### src/rtl/fprsc_pkg.sv
// Shared constants and types for the framed packet receiver with sum check.
`default_nettype none

package fprsc_pkg;

  localparam int unsigned TickCounterWidth = 16;
  localparam int unsigned TimeoutWidth     = 16;
  localparam int unsigned CfgDataWidth     = 16;
  localparam int unsigned CfgAddrWidth     = 2;

  localparam logic [7:0]              ResetDeviceId    = 8'h30;
  localparam logic [7:0]              ResetStartMarker = 8'hFF;
  localparam logic [TimeoutWidth-1:0] ResetTimeout     = TimeoutWidth'(1000);

  // Register indexes on the configuration port
  localparam logic [CfgAddrWidth-1:0] CfgDeviceId    = CfgAddrWidth'(0);
  localparam logic [CfgAddrWidth-1:0] CfgStartMarker = CfgAddrWidth'(1);
  localparam logic [CfgAddrWidth-1:0] CfgTimeout     = CfgAddrWidth'(2);

  // Action codes carried in tuser on the input side
  localparam logic ActByte = 1'b0;
  localparam logic ActTick = 1'b1;

  typedef struct packed {
    logic       link_online;
    logic [7:0] data_two;
    logic [7:0] data_one;
    logic [7:0] command;
    logic       frame_bad;
    logic       frame_ok;
  } result_t;

endpackage

`default_nettype wire

### src/rtl/framed_packet_receiver_sum_check_unit.sv
// Top level: seven-byte framed packet receiver with additive checksum and link timeout.
`default_nettype none

// Takes one beat per cycle (a received byte or a millisecond tick) and returns exactly one
// result beat for each. Each input beat is processed in the cycle it is accepted: the frame
// position, running 8-bit sum, captures and tick counter update at the accepting edge, and the
// result is registered at that same edge, in the output slot or, while it stalls, the skid slot.
// A second output slot absorbs one beat while the downstream side stalls, so input is accepted
// back to back until both slots fill.
// Frame: start marker, device id, command, data one, data two, stop (unchecked), checksum
// equal to the 8-bit sum of the first six bytes. Configuration writes take effect at once and
// must be issued only while no beat is in flight.
module framed_packet_receiver_sum_check_unit
  import fprsc_pkg::*;
(
  input  wire logic                    clk_i,
  input  wire logic                    rst_ni,
  // configuration write port
  input  wire logic                    cfg_we_i,
  input  wire logic [CfgAddrWidth-1:0] cfg_addr_i,
  input  wire logic [CfgDataWidth-1:0] cfg_data_i,
  // input stream
  input  wire logic                    s_axis_tvalid_i,
  output      logic                    s_axis_tready_o,
  input  wire logic [7:0]              s_axis_tdata_i,   // [7:0] rx_byte
  input  wire logic                    s_axis_tuser_i,   // [0] action
  // output stream
  output      logic                    m_axis_tvalid_o,
  input  wire logic                    m_axis_tready_i,
  output      logic [31:0]             m_axis_tdata_o,   // [7:0] command, [15:8] data_one,
                                                         // [23:16] data_two, [24] link_online
  output      logic [1:0]              m_axis_tuser_o    // [0] frame_ok, [1] frame_bad
);

  typedef enum logic [2:0] {
    PosHunt  = 3'd0,
    PosId    = 3'd1,
    PosCmd   = 3'd2,
    PosData1 = 3'd3,
    PosData2 = 3'd4,
    PosStop  = 3'd5,
    PosCsum  = 3'd6
  } pos_e;

  localparam int unsigned CmpWidth =
    (TickCounterWidth > TimeoutWidth) ? TickCounterWidth : TimeoutWidth;
  localparam logic [TickCounterWidth-1:0] TickMax = '1;

  // configuration
  logic [7:0]              device_id_q, start_marker_q;
  logic [TimeoutWidth-1:0] timeout_q;

  // receiver state
  pos_e                        pos_q, pos_d;
  logic [7:0]                  sum_q, sum_d;
  logic [7:0]                  cap_cmd_q, cap_cmd_d, cap_d1_q, cap_d1_d, cap_d2_q, cap_d2_d;
  logic [7:0]                  held_cmd_q, held_cmd_d, held_d1_q, held_d1_d;
  logic [7:0]                  held_d2_q, held_d2_d;
  logic [TickCounterWidth-1:0] ticks_q, ticks_d;
  logic                        online_q, online_d;
  logic                        ok_d, bad_d;

  // output slots
  result_t out_q, skid_q, res;
  logic    out_valid_q, skid_valid_q;
  logic    in_fire, out_fire;

  assign s_axis_tready_o = !skid_valid_q;
  assign in_fire         = s_axis_tvalid_i && s_axis_tready_o;
  assign out_fire        = out_valid_q && m_axis_tready_i;

  always_ff @(posedge clk_i or negedge rst_ni) begin
    if (!rst_ni) begin
      device_id_q    <= ResetDeviceId;
      start_marker_q <= ResetStartMarker;
      timeout_q      <= ResetTimeout;
    end else if (cfg_we_i) begin
      case (cfg_addr_i)
        CfgDeviceId:    device_id_q    <= cfg_data_i[7:0];
        CfgStartMarker: start_marker_q <= cfg_data_i[7:0];
        CfgTimeout:     timeout_q      <= cfg_data_i[TimeoutWidth-1:0];
        default:        ;
      endcase
    end
  end

  always_comb begin
    logic [TickCounterWidth-1:0] tick_inc;
    logic [7:0]                  b;
    pos_d      = pos_q;
    sum_d      = sum_q;
    cap_cmd_d  = cap_cmd_q;
    cap_d1_d   = cap_d1_q;
    cap_d2_d   = cap_d2_q;
    held_cmd_d = held_cmd_q;
    held_d1_d  = held_d1_q;
    held_d2_d  = held_d2_q;
    ticks_d    = ticks_q;
    online_d   = online_q;
    ok_d       = 1'b0;
    bad_d      = 1'b0;
    b          = s_axis_tdata_i;
    tick_inc   = (ticks_q == TickMax) ? ticks_q : ticks_q + 1'b1;

    if (s_axis_tuser_i == ActTick) begin
      // saturating count; the frame in progress is left alone
      ticks_d = tick_inc;
      if (CmpWidth'(tick_inc) > CmpWidth'(timeout_q)) begin
        online_d = 1'b0;
      end
    end else begin
      case (pos_q)
        PosId: begin
          // wrong id drops the frame without rechecking it as a start
          if (b == device_id_q) begin
            sum_d = sum_q + b;
            pos_d = PosCmd;
          end else begin
            pos_d = PosHunt;
          end
        end
        PosCmd: begin
          cap_cmd_d = b;
          sum_d     = sum_q + b;
          pos_d     = PosData1;
        end
        PosData1: begin
          cap_d1_d = b;
          sum_d    = sum_q + b;
          pos_d    = PosData2;
        end
        PosData2: begin
          cap_d2_d = b;
          sum_d    = sum_q + b;
          pos_d    = PosStop;
        end
        PosStop: begin
          sum_d = sum_q + b;
          pos_d = PosCsum;
        end
        PosCsum: begin
          if (b == sum_q) begin
            held_cmd_d = cap_cmd_q;
            held_d1_d  = cap_d1_q;
            held_d2_d  = cap_d2_q;
            online_d   = 1'b1;
            ticks_d    = '0;
            ok_d       = 1'b1;
          end else begin
            held_cmd_d = '0;
            held_d1_d  = '0;
            held_d2_d  = '0;
            bad_d      = 1'b1;
          end
          pos_d = PosHunt;
        end
        default: begin
          if (b == start_marker_q) begin
            sum_d = b;
            pos_d = PosId;
          end else begin
            pos_d = PosHunt;
          end
        end
      endcase
    end
  end

  always_comb begin
    res.frame_ok    = ok_d;
    res.frame_bad   = bad_d;
    res.command     = held_cmd_d;
    res.data_one    = held_d1_d;
    res.data_two    = held_d2_d;
    res.link_online = online_d;
  end

  always_ff @(posedge clk_i or negedge rst_ni) begin
    if (!rst_ni) begin
      pos_q      <= PosHunt;
      sum_q      <= '0;
      cap_cmd_q  <= '0;
      cap_d1_q   <= '0;
      cap_d2_q   <= '0;
      held_cmd_q <= '0;
      held_d1_q  <= '0;
      held_d2_q  <= '0;
      ticks_q    <= '0;
      online_q   <= 1'b0;
    end else if (in_fire) begin
      pos_q      <= pos_d;
      sum_q      <= sum_d;
      cap_cmd_q  <= cap_cmd_d;
      cap_d1_q   <= cap_d1_d;
      cap_d2_q   <= cap_d2_d;
      held_cmd_q <= held_cmd_d;
      held_d1_q  <= held_d1_d;
      held_d2_q  <= held_d2_d;
      ticks_q    <= ticks_d;
      online_q   <= online_d;
    end
  end

  // output register plus one skid slot
  always_ff @(posedge clk_i or negedge rst_ni) begin
    if (!rst_ni) begin
      out_valid_q  <= 1'b0;
      skid_valid_q <= 1'b0;
    end else if (out_fire || !out_valid_q) begin
      if (skid_valid_q) begin
        out_valid_q  <= 1'b1;
        skid_valid_q <= 1'b0;
      end else begin
        out_valid_q <= in_fire;
      end
    end else if (in_fire) begin
      skid_valid_q <= 1'b1;
    end
  end

  always_ff @(posedge clk_i) begin
    if (out_fire || !out_valid_q) begin
      if (skid_valid_q) begin
        out_q <= skid_q;
      end else if (in_fire) begin
        out_q <= res;
      end
    end else if (in_fire) begin
      skid_q <= res;
    end
  end

  assign m_axis_tvalid_o = out_valid_q;
  assign m_axis_tuser_o  = {out_q.frame_bad, out_q.frame_ok};
  assign m_axis_tdata_o  = {7'b0, out_q.link_online, out_q.data_two, out_q.data_one,
                            out_q.command};

`ifndef SYNTHESIS
  a_skid_needs_out: assert property (@(posedge clk_i) disable iff (!rst_ni)
    skid_valid_q |-> out_valid_q)
    else $error("skid slot holds a beat while the output slot is empty");

  a_ok_bad_exclusive: assert property (@(posedge clk_i) disable iff (!rst_ni)
    out_valid_q |-> !(out_q.frame_ok && out_q.frame_bad))
    else $error("result flags both good and bad frame");

  a_ok_sets_online: assert property (@(posedge clk_i) disable iff (!rst_ni)
    (out_valid_q && out_q.frame_ok) |-> out_q.link_online)
    else $error("good frame reported with link offline");

  a_tick_clears_flags: assert property (@(posedge clk_i) disable iff (!rst_ni)
    (in_fire && s_axis_tuser_i == ActTick) |-> (!ok_d && !bad_d && pos_d == pos_q))
    else $error("tick beat disturbed the frame in progress");
`endif

endmodule

`default_nettype wire

### config.mk
export PLATFORM = sky130hd
export DESIGN_NAME = framed_packet_receiver_sum_check_unit
export DESIGN_NICKNAME = d
export VERILOG_FILES = /design/src/rtl/fprsc_pkg.sv /design/src/rtl/framed_packet_receiver_sum_check_unit.sv
export SDC_FILE = /design/constraint.sdc
export NUM_CORES = 1
export LEC_CHECK = 0
export BUFFER_PORTS_ARGS = -buffer_cell sky130_fd_sc_hd__buf_4
export CAP_MARGIN = 20
export CORE_MARGIN = 1.5
export CORE_UTILIZATION = 35
export CTS_CLUSTER_SIZE = 12
export DETAILED_ROUTE_END_ITERATION = 16
export HOLD_SLACK_MARGIN = 0.02
export PLACE_DENSITY = 0.48
export SLEW_MARGIN = 0
export SYNTH_ARGS = -nofsm -noshare
export SYNTH_HDL_FRONTEND = slang
export SYNTH_SLANG_ARGS = --single-unit
### constraint.sdc
create_clock -name clk_i -period 3.4 [get_ports clk_i]
set_clock_uncertainty 0.05 [all_clocks]
set_input_delay 0.17 -clock clk_i [delete_from_list [all_inputs] [get_ports clk_i]]
set_output_delay 0.17 -clock clk_i [all_outputs]
set_load 0.05 [all_outputs]
# Yosys cells after proc, flatten, opt, wreduce, memory -nomap -nowiden
# Cells that the tools add are included.
# op_classes
div_mod_pow	0
addsub	2
n_eq_ne	13
n_reduce_logical	23
bitwise	3
mux	34
n_mul	0
magnitude_cmp	1
shifts	0
# op_table
cell	count
$mux W8	11
$mux W16	4
$mux W27	2
$eq A8 B8 Y1	3
$pmux W8 S3	1
$pmux W3 S6	1
$add A16 B1 Y16 const B	1
$eq A16 B16 Y1 const B	1
$gt A16 B16 Y1	1
$mux W1	14
$reduce_and A2 Y1	6
$reduce_and A3 Y1	4
$eq A3 B3 Y1 const B	3
$add A8 B8 Y8	1
$reduce_bool A2 Y1	4
$eq A3 B2 Y1 const B	2
$reduce_and A5 Y1	1
$reduce_or A4 Y1	1
$eq A3 B1 Y1 const B	1
$not A1 Y1	3
$reduce_bool A3 Y1	1
$eq A2 B1 Y1 const B	1
$eq A2 B2 Y1 const B	1
$logic_and A1 B1 Y1	2
5 further kinds	6
# word_totals
register_bits	164
latchBits	0
memories	0
romBits	0
in_bits	32
ramBits	0

# Longest topological paths before layout
# depth
depth_word	7
ltp_mapped	13
depth_no_buf	12

# Worst setup path before layout
# No wires, ideal clock.
# synth_timing
path_type	register to register
start	reg ticks_q[2]
end	reg out_q (netlist bit m_axis_tdata_o[24]), data pin
slack_ns	0.317
arrival_time_ns	2.725
stages_incl_launch_ff	14
n_path_buf	1
setup_ns	0.308
path_cell_list	dfrtp_1 > buf_2 > and4_4 > and4_1 > and3_1 > or3_1 > xnor2_1 > ha_1 > a21o_1 > a21o_1 > a21oi_1 > or4_1 > nand4b_1 > a41oi_1
# synth_between
elab_chain_len	7
word_cells_on_any_way	8
# synth_lines
element	line_no	source
start, declared	framed_packet_receiver_sum_check_unit.sv:59	logic [TickCounterWidth-1:0] ticks_q, ticks_d;
start signal, assigned	framed_packet_receiver_sum_check_unit.sv:199	ticks_q <= ticks_d;
$add A16 B1 Y16 / $eq A16 B16 Y1 (equally long branches)	framed_packet_receiver_sum_check_unit.sv:103	tick_inc = (ticks_q == TickMax) ? ticks_q : ticks_q + 1'b1;
$mux W16 (*)	framed_packet_receiver_sum_check_unit.sv:103	
$gt A16 B16 Y1 (*)	framed_packet_receiver_sum_check_unit.sv:108	if (CmpWidth'(tick_inc) > CmpWidth'(timeout_q)) begin
$mux W1 (*)	framed_packet_receiver_sum_check_unit.sv:108	
$mux W1 (*)	framed_packet_receiver_sum_check_unit.sv:105	if (s_axis_tuser_i == ActTick) begin
$mux W27 (*)	framed_packet_receiver_sum_check_unit.sv:225	end else if (in_fire) begin
$mux W27 (*)	framed_packet_receiver_sum_check_unit.sv:223	if (skid_valid_q) begin
end signal, assigned	framed_packet_receiver_sum_check_unit.sv:224	out_q <= skid_q;
end signal, assigned	framed_packet_receiver_sum_check_unit.sv:226	out_q <= res;
end, declared	framed_packet_receiver_sum_check_unit.sv:64	result_t out_q, skid_q, res;
# Mark *: on every way between the ends. The rest lies on a longest branch, timed or not. The select of a mux whose other input is x is not followed.
# A chain may end at the register's enable or synchronous reset.

# Worst setup path in the final report
# layout_timing
start	reg ticks_q[5]
end	reg out_q (netlist bit m_axis_tdata_o[24]), data pin
# Same word-level chain as after synthesis.

==> results.py <==
metrics = {
    "drt": {
        "drt_first_pass_iters": 4,
        "wl_per_cell_microns": 16.4,
        "drc": 0,
        "drt_iter0_drc": 254,
        "drt_wl_total_microns": 17500,
        "ant_nets": 0,
        "routed_via_density": 5.04,
        "num_vias": 5379,
    },
    "power": {
        "power.share.clock": 0.383,
        "p_comb_frac": 0.174,
        "peakVddDrop_mv": 0.286,
        "leakage_nw": 4.34,
        "powerDensity_mw_per_mm2": 542,
        "p_sw_frac": 0.296,
        "power_switching_w": 0.00156,
        "p_seq_frac": 0.443,
        "p_int_w": 0.00371,
    },
    "min_path": {
        "min_path_type": "in -> reg",
    },
    "placement": {
        "pre_cts_ws_ps": 135,
        "place_inst": 1015,
        "portBuffers": 60,
        "placed_cell_area_sq_mm": 0.00887,
        "dp_hpwl_microns": 12100,
        "place_congestion": 0.789,
    },
    "timing": {
        "slew_viol_final": 0,
        "setup_ws_ps": 161,
        "finalHoldViolations": 0,
        "rsz0062_at_grt": "no",
        "relSlewSlack": 0.377,
        "tightest_slew_ps": 932,
        "min_period_over_period": 0.953,
        "period_needed_ps": 3240,
        "setup_viol": 0,
        "fmax_mhz": 309,
        "setup-tns-final_ps": 0,
    },
    "floorplan": {
        "coreArea_sq_mm": 0.0227,
        "die_width_microns": 155,
        "die_y_microns": 155,
        "fp-row-count": 55,
        "ioPinCount": 68,
        "initial_core_util": 0.358,
        "dieArea_sq_mm": 0.0241,
    },
    "outcome": {
        "outcome": "finished, final reports clean",
    },
    "global_routing": {
        "grt_max_degree": 61,
        "grt_pass1_vias": 5617,
        "antenna_found_initial": 0,
        "grt_usage": 0.155,
        "grt.overflow.total": 0,
        "grt_first_pass_wirelength_microns": 29200,
    },
    "synth": {
        "ys.flop_type": "dfrtp_1",
        "synth_top_area_frac": 0.289,
        "ys_seq_elements": 164,
        "synth_edf_count": 54,
        "ys_seq_area_frac": 0.541,
        "syn_inst": 688,
        "synthTopCellsByArea": "dfrtp_1 (29%), edfxtp_1 (20%), mux2_2 (14%)",
        "synthesis.area_sq_mm": 0.00813,
        "syn_area_per_cell_sq_um": 11.8,
        "ys_async_sr_fraction": 0.671,
        "synth.largest_area_cell": "dfrtp_1",
        "synth_cell_types": 61,
        "synth_warnings": 0,
    },
    "clock_network": {
        "cts_buffers": 17,
        "htreeDepth": 4,
        "clock-sinks": 164,
        "cts_tree": "built",
        "insertion_delay_ps": 420,
        "cts_buffer_depth": 2,
        "cts-root-buf": "clkbuf_16",
        "cts.reportedPaths.clkPinSlew_ps": 70,
    },
    "worst_setup_path": {
        "endpoint_kind": "flop",
        "required_ps": 3490,
        "path_max_fanout": 5,
        "crit_path_start_kind": "flop",
        "critPathMaxStageDelay_ps": 450,
        "crit_path_frequent_cell": "a21o_1",
        "cp.arrival_ps": 3330,
        "crit_chain": "and4_4, and4_1, and3_1, or3_4, xnor2_1, ha_1, a21o_1, a21o_1, a21oi_1, or4_1, nand4b_1, a41oi_1",
        "critPathKind": "reg -> reg",
        "slowest_stage": "dfrtp_2",
        "r2r_slack_ps": 160,
    },
    "layout": {
        "fillers": 2138,
        "syn2layout_area_growth_pct": 19.6,
        "drive_gt1_frac": 0.313,
        "final_cells": 1067,
        "fin_nets": 826,
        "stdcell_area_sq_mm": 0.00972,
        "antenna_cells": 0,
    },
    "job": {
        "cap_violations": 0,
    },
}
## critical path, delay by kind of cell (launching register included)
family	cells	cell delay [ps]
adder cells (fa/ha/maj)	1	300
XOR/XNOR	1	130
flip-flops	1	450
AO/OA/AOI/OAI	4	420
AND/OR/NAND/NOR	6	1620
## registers in the layout (all words and copies together), names as in the netlist
name and count:
start_marker_q 8, timeout_q 16, m_axis_tvalid_o 1, held_cmd_q 8
skid_q 27, cap_d2_q 8, cap_cmd_q 8, device_id_q 8
pos_q 3, sum_q 8, m_axis_tdata_o 25, m_axis_tuser_o 2
ticks_q 16, cap_d1_q 8, skid_valid_q 1, online_q 1
held_d1_q 8, held_d2_q 8
## cell usage after synthesis (all sizes together), types with 11 or more instances
master	instances
dfstp	16
buf	25
a21oi	16
xnor2	24
edfxtp	54
mux2	107
o21ai	25
ha	24
nand3	33
nor2	37
dfrtp	94
nand2	84
inv	22
nor3	11
## what timing repair did
action                                  in CTS  in global routing
setup buffers                                0                  1
endpoints found under the hold margin       74                  0
endpoints found under the setup margin       0                  2
hold buffers                                19                  0
resized for setup                            0                  5
## routing by layer
metal  routed length (microns)  vias up  track usage
met5                         0        -            0
met4                       159        0       0.0449
li1                          -     2614            -
met3                       415       12       0.0279
met2                      8630       75        0.264
met1                      8340     2678        0.202
## power by group through the flow
| stage | Clock (W) | Sequential [W] | Combinational, W |
|---|---|---|---|
| finish | 0.00202 | 0.00233 | 0.000919 |
| global route | 0.00215 | 0.00235 | 0.00102 |
| CTS | 0.00206 | 0.00234 | 0.000911 |
| detailed placement | 0 | 0.00238 | 0.000888 |
| global placement | 0 | 0.00237 | 0.000876 |
| floorplan | 0 | 0.00243 | 0.000561 |
## through the flow
step	power (W)	util	hold WS, ps
after global placement	0.00325	0.390	200
after global routing	0.00553	0.428	41.5
after CTS	0.00531	0.427	35.9
final	0.00527	0.428	52.8
after floorplan	0.00300	-	-176
after detailed placement	0.00327	0.390	202
## final timing paths
path | from | endpoint | depth (start not counted)
min in group asynchronous | rst_ni | timeout_q[14] | 2
worst min-delay path | s_axis_tdata_i[0] | cap_d2_q[0] | 2
max in group asynchronous | rst_ni | timeout_q[7] | 3
worst max-delay path | ticks_q[5] | m_axis_tdata_o[24] | 12
worst min register to register | cap_d2_q[1] | cap_d2_q[1] | 2
worst max register to register | ticks_q[5] | m_axis_tdata_o[24] | 12
## area by class of cell
type / count / area (sq um) / share of cell area
clock buffer: 17 / 425 / 0.0438
clock inverter: 15 / 214 / 0.0220
inverter: 22 / 82.6 / 0.00849
multi-input combinational: 473 / 3500 / 0.360
sequential: 164 / 4400 / 0.452
tap: 285 / 357 / 0.0367
timing repair buffer: 91 / 743 / 0.0764
## cells by family (layout without fill, tap and decap cells)
group | count (synthesis) | count (layout) | synth area share
simple gates | 208 | 208 | 0.123
flops | 164 | 164 | 0.541
mux | 109 | 109 | 0.153
compound gates | 93 | 93 | 0.0770
buf+inv | 57 | 145 | 0.0339
xor+xnor | 31 | 31 | 0.0334
fa+ha+maj | 25 | 25 | 0.0394
other cells | 1 | 7 | 0.000461
## cells in the final DEF (no fill, tap or decap), drive strengths merged, types with 4 or more instances in the layout
cell         instances
dfstp               16
edfxtp              54
xnor2               24
nand2b               4
a21o                 4
nand4               10
clkinv               7
a211oi               6
xor2                 7
mux2               107
a31oi               10
dfrtp               94
nor2                37
inv                 28
nand3               33
a21oi               16
o31ai                9
a22o                 5
clkbuf              17
ha                  24
conb                 7
buf                 72
o21ai               25
o21a                 9
dlygate4sd3         19
nor3                11
nor2b                5
nand2               84
No activity file was read; power rests on OpenSTA's default activity.
